$ cat src/rtl/core/rkc_pkg.sv
// ----------------------------------------------------------------------------
// rkc_pkg
// Shared constants and controller/datapath types of the replay key cache.
// ----------------------------------------------------------------------------
package rkc_pkg;

  localparam int unsigned CAPACITY_DFLT  = 64;
  localparam int unsigned KEY_BYTES_DFLT = 32;
  localparam int unsigned WORD_W         = 64;

  typedef enum logic [1:0] {
    ST_IDLE,
    ST_SEARCH,
    ST_DRAIN,
    ST_FINISH
  } rkc_state_e;

  // controller to datapath
  typedef struct packed {
    logic start;   // capture key and action, clear hit, rewind index
    logic rd;      // read entry at search index, advance index
    logic commit;  // write key if needed, load result register
  } rkc_cmd_t;

  // datapath to controller
  typedef struct packed {
    logic empty;     // no filled entries
    logic last;      // search index points at last filled entry
    logic out_free;  // result register can take a beat
  } rkc_sts_t;

endpackage

$ cat src/rtl/core/rkc_ctrl.sv
// ----------------------------------------------------------------------------
// rkc_ctrl
// Sequencer for one item: accept, linear search, drain, commit.
// ----------------------------------------------------------------------------
module rkc_ctrl import rkc_pkg::*; (
  input  logic     clk_i,
  input  logic     rst_ni,
  input  logic     in_valid_i,
  output logic     in_stall_o,
  input  rkc_sts_t sts_i,
  output rkc_cmd_t cmd_o
);

  rkc_state_e state_q, state_d;

  always_ff @(posedge clk_i or negedge rst_ni) begin
    if (!rst_ni) begin
      state_q <= ST_IDLE;
    end else begin
      state_q <= state_d;
    end
  end

  always_comb begin
    state_d    = state_q;
    cmd_o      = '0;
    in_stall_o = 1'b1;
    unique case (state_q)
      ST_IDLE: begin
        in_stall_o = 1'b0;
        if (in_valid_i) begin
          cmd_o.start = 1'b1;
          state_d     = sts_i.empty ? ST_FINISH : ST_SEARCH;
        end
      end
      ST_SEARCH: begin
        cmd_o.rd = 1'b1;
        if (sts_i.last) begin
          state_d = ST_DRAIN;
        end
      end
      // last read data is compared in this cycle
      ST_DRAIN: begin
        state_d = ST_FINISH;
      end
      ST_FINISH: begin
        if (sts_i.out_free) begin
          cmd_o.commit = 1'b1;
          state_d      = ST_IDLE;
        end
      end
      default: begin
        state_d = ST_IDLE;
      end
    endcase
  end

endmodule

$ cat config.mk
export PLATFORM = sky130hd
export DESIGN_NAME = rkc_ctrl
export DESIGN_NICKNAME = d
export VERILOG_FILES = /design/src/rtl/core/rkc_pkg.sv /design/src/rtl/core/rkc_ctrl.sv
export SDC_FILE = /design/constraint.sdc
export NUM_CORES = 1
export LEC_CHECK = 0
export ABC_AREA = 1
export BUFFER_PORTS_ARGS = -buffer_cell sky130_fd_sc_hd__buf_4
export CAP_MARGIN = 20
export CORE_AREA = 4 4 41 43
export DETAILED_ROUTE_END_ITERATION = 7
export DIE_AREA = 0 0 45 47
export GPL_ROUTABILITY_DRIVEN = 0
export PLACE_DENSITY = 0.49
export SLEW_MARGIN = 0
export SYNTH_ARGS = -nofsm -noshare
export SYNTH_HDL_FRONTEND = slang
export SYNTH_SLANG_ARGS = --single-unit
$ cat constraint.sdc
create_clock -name clk_i -period 1.42 [get_ports clk_i]
set_input_delay 0.284 -clock clk_i [delete_from_list [all_inputs] [get_ports clk_i]]
set_output_delay 0.284 -clock clk_i [all_outputs]
set_load 0.1 [all_outputs]
======== After elaboration in Yosys (flattened, before gate mapping) ========
Cells that the tools add are included.
word-level totals
  register bits after elaboration ......... 2
  latch bits .............................. 0
  RAM bits ................................ 0
  memory bits (read-only) ................. 0
  bits of input ports ..................... 6
  logic and storage cells ................. 20
  memories ................................ 0
cells by class
  $add $sub $neg .......................... 0
  multiply operators ...................... 0
  divide/modulo/power cells ............... 0
  order comparisons ....................... 0
  equality and inequality tests ........... 6
  shift operators ......................... 0
  multiplexer cells ....................... 11
  bitwise operators ....................... 0
  reduce and logical (&&, ||, !) cells .... 2
operators by type and width
  kind                count
  $mux 2              4
  $pmux 2 s4          1
  $mux 1              6
  $ne 2x2->1 const B  3
  $eq 2x2->1 const B  2
  $reduce_and 3->1    1
  $eq 2x1->1 const B  1
  $logic_not 2->1     1

======== Logic depth before layout (Yosys ltp) ========
Gate-level depths: netlist of run 1.
  depth in word-level cells ............... 3
  depth in mapped cells ................... 7

======== Worst setup path after synthesis of run 1 ========
OpenSTA, ideal clock, no wires.
  kind .................................... flip-flop to flip-flop
  start point ............................. register state_q[1]
  end point ............................... register state_q[1]
  arrival ................................. 1.609 ns
  required time ........................... 1.304 ns
  setup slack ............................. -0.305 ns
  cell stages (with the launch flop) ...... 8
  path buffers ............................ 0
  period minus slack after synthesis ...... 1.725 ns
  cell sequence ........................... dfrtp_1 inv_1 ha_1 nand2_4 nand2_2 nor2_4 nand2_1 nand2_1
on the way
  cells in the longest elaborated chain, start to end .. 3
ends and longest elaborated chain
  item                                      line            source
  start: declaration                        rkc_ctrl.sv:14  rkc_state_e state_q, state_d;
  start signal: assignment                  rkc_ctrl.sv:20  state_q <= state_d;
  $eq 2x1->1, or another cell as far along  rkc_ctrl.sv:28  unique case (state_q)
  $ne 2x2->1 (no source line)               n/a
  $reduce_and 3->1 (no source line)         n/a
Several ways; a longest one is shown, not always the timed one.
A chain may end at the register's enable or synchronous reset.

==> results.toml, run 1 <==
[worst_setup_path]
regToRegStartpoint = "state_q[0]"
cp.required_ps = 1140
arrival_ps = 1180
setup.worst_path.start_class = "register"
cp-end-kind = "output pin"
r2r.worst_path.cells = 7
reg2reg_slack_ps = 90
critPathKind = "reg2out"
r2r_end = "state_q[0]"
crit_fanout = 3

[synthesis]
ys_types = 11
yosys_warnings = 0
syn_avg_cell_area_um2 = 7.10
seq_area_frac_synth = 0.207
ys_ff_latch = 2
netlist_area_um2 = 241
synthCells = 34
syn-num-nets = 45

[drt]
viasPerCell = 3.62
drt_pass1_iterations = 1
antenna_left = 0
drt-total-wl_um = 576
remaining_drc_errors = 0
wire_per_inst_um = 8.11
dr.first_iter.drc_count = 0
vias = 257

[global_routing]
grt_max_degree = 4
groute.usage.overall = 0.0719
antenna_found_initial = 0
grt_pass1_vias = 287
gr-total-overflow = 0
grt_pass1_wl_mm = 1.06

[die]
dieArea_mm2 = 0.00212
pin_count = 10
initial_core_util = 0.186
fp-row-count = 13
coreArea_mm2 = 0.00130
dieWidth_um = 45
dieHeight_um = 47

[final_layout]
reg_top3 = "state_q: 2 flops"
layout-drive-gt1-share = 0.679
largest_register = "state_q"
nets = 69
n_antenna_cell = 0
syn_to_final_growth_pct = 113
largest_reg_flops = 2

[sta]
final.setup.tns_ps = -73.1
fin_crit_ps = 1460
clock_skew_ps = 0.125
period_share = 1.03
max_freq_ghz = 0.685
rsz0062_at_grt = "yes"
worst_pin_slew_ps = 202
hold_violations = 0
hold_ws_ps = 387
slew_violations = 0
fin_ws_ps = -40.2
maxSlewHeadroom = 0.866
setup_viol = 4

[cts]
cts_buffers = 3
numClockSinks = 2
htreeDepth = 1
clock_path_buffers = 2
clkLatencyLatePin_ps = 220
cts_tree = "yes"
clk_pin_slew_ps = 30
cts-root-buf = "clkbuf_4"

[min_path]
min_path_type = "in2async"

[placed_design]
dp_hpwl_um = 417
portBuffers = 9

[run]
max_cap_violations = 0

[run_status]
status = "complete, but fails checks"
violations = "setup timing"
==> cells by family (layout without fill, tap and decap cells) <==
group | count (synthesis) | in the layout | synth area share
AND/OR/NAND/NOR | 16 | 16 | 0.358
buffers and inverters | 10 | 32 | 0.155
adder cells (fa/ha/maj) | 5 | 5 | 0.259
flip-flops | 2 | 2 | 0.207
AO/OA/AOI/OAI | 1 | 1 | 0.0207
==> synth_stat cells (all sizes together) <==
cell / instances / area, um^2
nand2: 13 / 63.8
inv: 10 / 37.5
ha: 5 / 62.6
dfrtp: 2 / 50.1
nand3: 1 / 5.00
nor2: 1 / 11.3
o21ai: 1 / 5.00
or2: 1 / 6.26
==> worst max-delay path, stage by stage, from the launching register on <==
cell and delay [ps]:
dfrtp_1 400, inv_2 100, ha_4 170, nand2_4 60, clkinvlp_4 70, buf_12 160
==> final cells by class <==
class | instances | area, um^2
fill | 142 | 786
multi-input combinational | 22 | 194
timing repair buffer | 19 | 181
sequential | 2 | 50.0
inverter | 10 | 48.8
clock buffer | 3 | 22.5
tap | 15 | 18.8
==> per-layer routing <==
| layer | part of all wire | GRT usage | up-vias |
|---|---|---|---|
| met5 | 0 | 0 | - |
| met3 | 0.066 | 0.0192 | 0 |
| met1 | 0.34 | 0.0659 | 113 |
| li1 | - | - | 139 |
| met2 | 0.59 | 0.136 | 5 |
| met4 | 0 | 0.0526 | 0 |
==> per-stage QoR <==
step	worst slack, ps	instances	cell area [um^2]	utilization
2_1_floorplan	-7.07	34	260	-
3_3_place_gp	28.7	63	384	0.295
3_5_place_dp	10.4	63	384	0.295
4_1_cts	-50.4	71	513	0.394
5_1_grt	-87.3	71	515	0.396
6_report	-40.2	71	515	0.396
==> worst max-delay path by stage <==
| stage | slack, ps | cells past startpoint | to | start |
|---|---|---|---|---|
| CTS | -50 | 5 | cmd_o[2] | state_q[1] |
| finish | -40 | 5 | cmd_o[2] | state_q[1] |
| global placement | 30 | 5 | cmd_o[2] | state_q[1] |
| floorplan | -7 | 4 | cmd_o[2] | state_q[0] |
| global route | -90 | 5 | cmd_o[2] | state_q[0] |
| detailed placement | 10 | 5 | cmd_o[2] | state_q[1] |
==> layout by cell type, fill, tap and decap left out, drive strengths merged <==
master and instances:
clkinvlp 3, o21ai 1, nand2 13, nor2 1, dlygate4sd3 1, or2 1, inv 7, nand3 1
buf 18, ha 5, dfrtp 2, clkbuf 3
==> what timing repair did <==
item	4_1_cts	5_1_grt
pin swaps	2	2
endpoints found under the setup margin	4	5
resized for setup	16	1
buffers inserted	4	0
hold buffers	1	0
hold endpoints to repair	2	0
Power of run 1 is not shown: default switching activity piles up to over one toggle a cycle in this logic, so the estimate is an artifact.
==> inputs of run 2 (changes only) <==
Settings changed: TNS_END_PERCENT from default to 20.
==> run 2 against run 1 <==
  * The run still ends with setup timing left
  * First-iteration DRC count rose by 1
  * Routed wire length fell by 3.6%
  * Worst setup slack got worse by 54 ps
  * Largest cell class unchanged
  * Hold slack got worse by 15 ps
  * Non-clock buffer count fell by 2
  * Via count rose by 0.78%
  * Clock-buffer cell count did not move
==> results.toml, run 2 (synthesis gave the netlist of run 1 again) <==
[sta]
fin_crit_ps = 1510
setup_viol = 4
max_freq_ghz = 0.660
clock_skew_ps = 0.757
slew_violations = 0
fin_ws_ps = -94.1
worst_pin_slew_ps = 165
maxSlewHeadroom = 0.890
period_share = 1.07
rsz0062_at_grt = "yes"
hold_violations = 0
hold_ws_ps = 372

[die]
initial_core_util = 0.186
dieArea_mm2 = 0.00212
coreArea_mm2 = 0.00130
dieHeight_um = 47
dieWidth_um = 45
pin_count = 10
fp-row-count = 13

[cts]
cts-root-buf = "clkbuf_4"
clk_pin_slew_ps = 30
htreeDepth = 1
cts_buffers = 3
numClockSinks = 2
clock_path_buffers = 2
clkLatencyLatePin_ps = 220
cts_tree = "yes"

[final_layout]
reg_top3 = "state_q: 2 flops"
layout-drive-gt1-share = 0.667
final_cells = 69
n_fill_cell = 149
n_antenna_cell = 0
layout_commonest_cell = "buf_4"
mostFrequentLayoutCells = "11 x buf_4, 7 x nand2_1, 5 x nand2_2"
nets = 67
largest_register = "state_q"
largest_reg_flops = 2
syn_to_final_growth_pct = 112

[global_routing]
grt_max_degree = 5
grt_pass1_wl_um = 979
grt_pass1_vias = 266
antenna_found_initial = 0
groute.usage.overall = 0.0695
gr-total-overflow = 0

[worst_setup_path]
cp-end-kind = "output pin"
worstPathCellList = "inv_2 > ha_4 > buf_6 > clkinvlp_4 > buf_12"
crit_slowest_cell = "dfrtp_1"
path_buf_inv = 4
path_delay_family = "buffers and inverters"
cp.required_ps = 1140
slowest_delay_ps = 410
setup.worst_path.start_class = "register"
arrival_ps = 1230
critPathKind = "reg2out"
crit_fanout = 4

[min_path]
min_path_type = "in2async"

[drt]
wire_per_inst_um = 8.04
drt-total-wl_um = 555
dr.first_iter.drc_count = 1
antenna_left = 0
vias = 259
remaining_drc_errors = 0
viasPerCell = 3.75
drt_pass1_iterations = 2

[run_status]
status = "complete, but fails checks"
violations = "setup timing"

[placed_design]
portBuffers = 9
dp_hpwl_um = 423
place_worst_setup_slack_ps = 11.4
place_inst = 62

[run]
max_cap_violations = 0
[run 2: routing by layer]
| layer | routed length [um] | share of wire | global-route usage |
|---|---|---|---|
| met2 | 325 | 0.59 | 0.124 |
| met3 | 23 | 0.041 | 0.0268 |
| met5 | 0 | 0 | 0 |
| met4 | 17 | 0.031 | 0.0702 |
| met1 | 189 | 0.34 | 0.0568 |
[run 2: metrics by stage]
stage,area [um^2],setup TNS (ps),utilization
after detailed placement,374,0,0.288
after CTS,500,-270,0.385
after floorplan,258,-48.1,-
final,513,-247,0.394
after global placement,374,0,0.288
after global routing,513,-555,0.394
[run 2: layout make-up]
cell class / instances / area [um^2] / area share
clock buffer: 3 / 22.5 / 0.0439
tap: 15 / 18.8 / 0.0366
sequential: 2 / 50.0 / 0.0976
inverter: 10 / 48.8 / 0.0951
timing repair buffer: 17 / 184 / 0.359
multi-input combinational: 22 / 189 / 0.368
[run 2: final timing paths]
path                                  from    endpoint  slack (ps)  depth (start not counted)
worst max-delay path            state_q[0]  in_stall_o         -90                          5
worst min-delay path                rst_ni  state_q[0]         370                          2
worst max register to register  state_q[0]  state_q[0]          70                          7
worst min register to register  state_q[0]  state_q[0]         580                          2
max in group asynchronous           rst_ni  state_q[1]         960                          2
min in group clk_i                sts_i[2]  state_q[1]         380                          5
[run 2: repair_timing]
item	CTS	global route
pin swaps	1	0
resized for setup	19	2
setup endpoints to repair	4	6
hold buffers	1	0
hold endpoints to repair	2	0
buffers inserted	3	0
Power of run 2 is left out for the same reason.
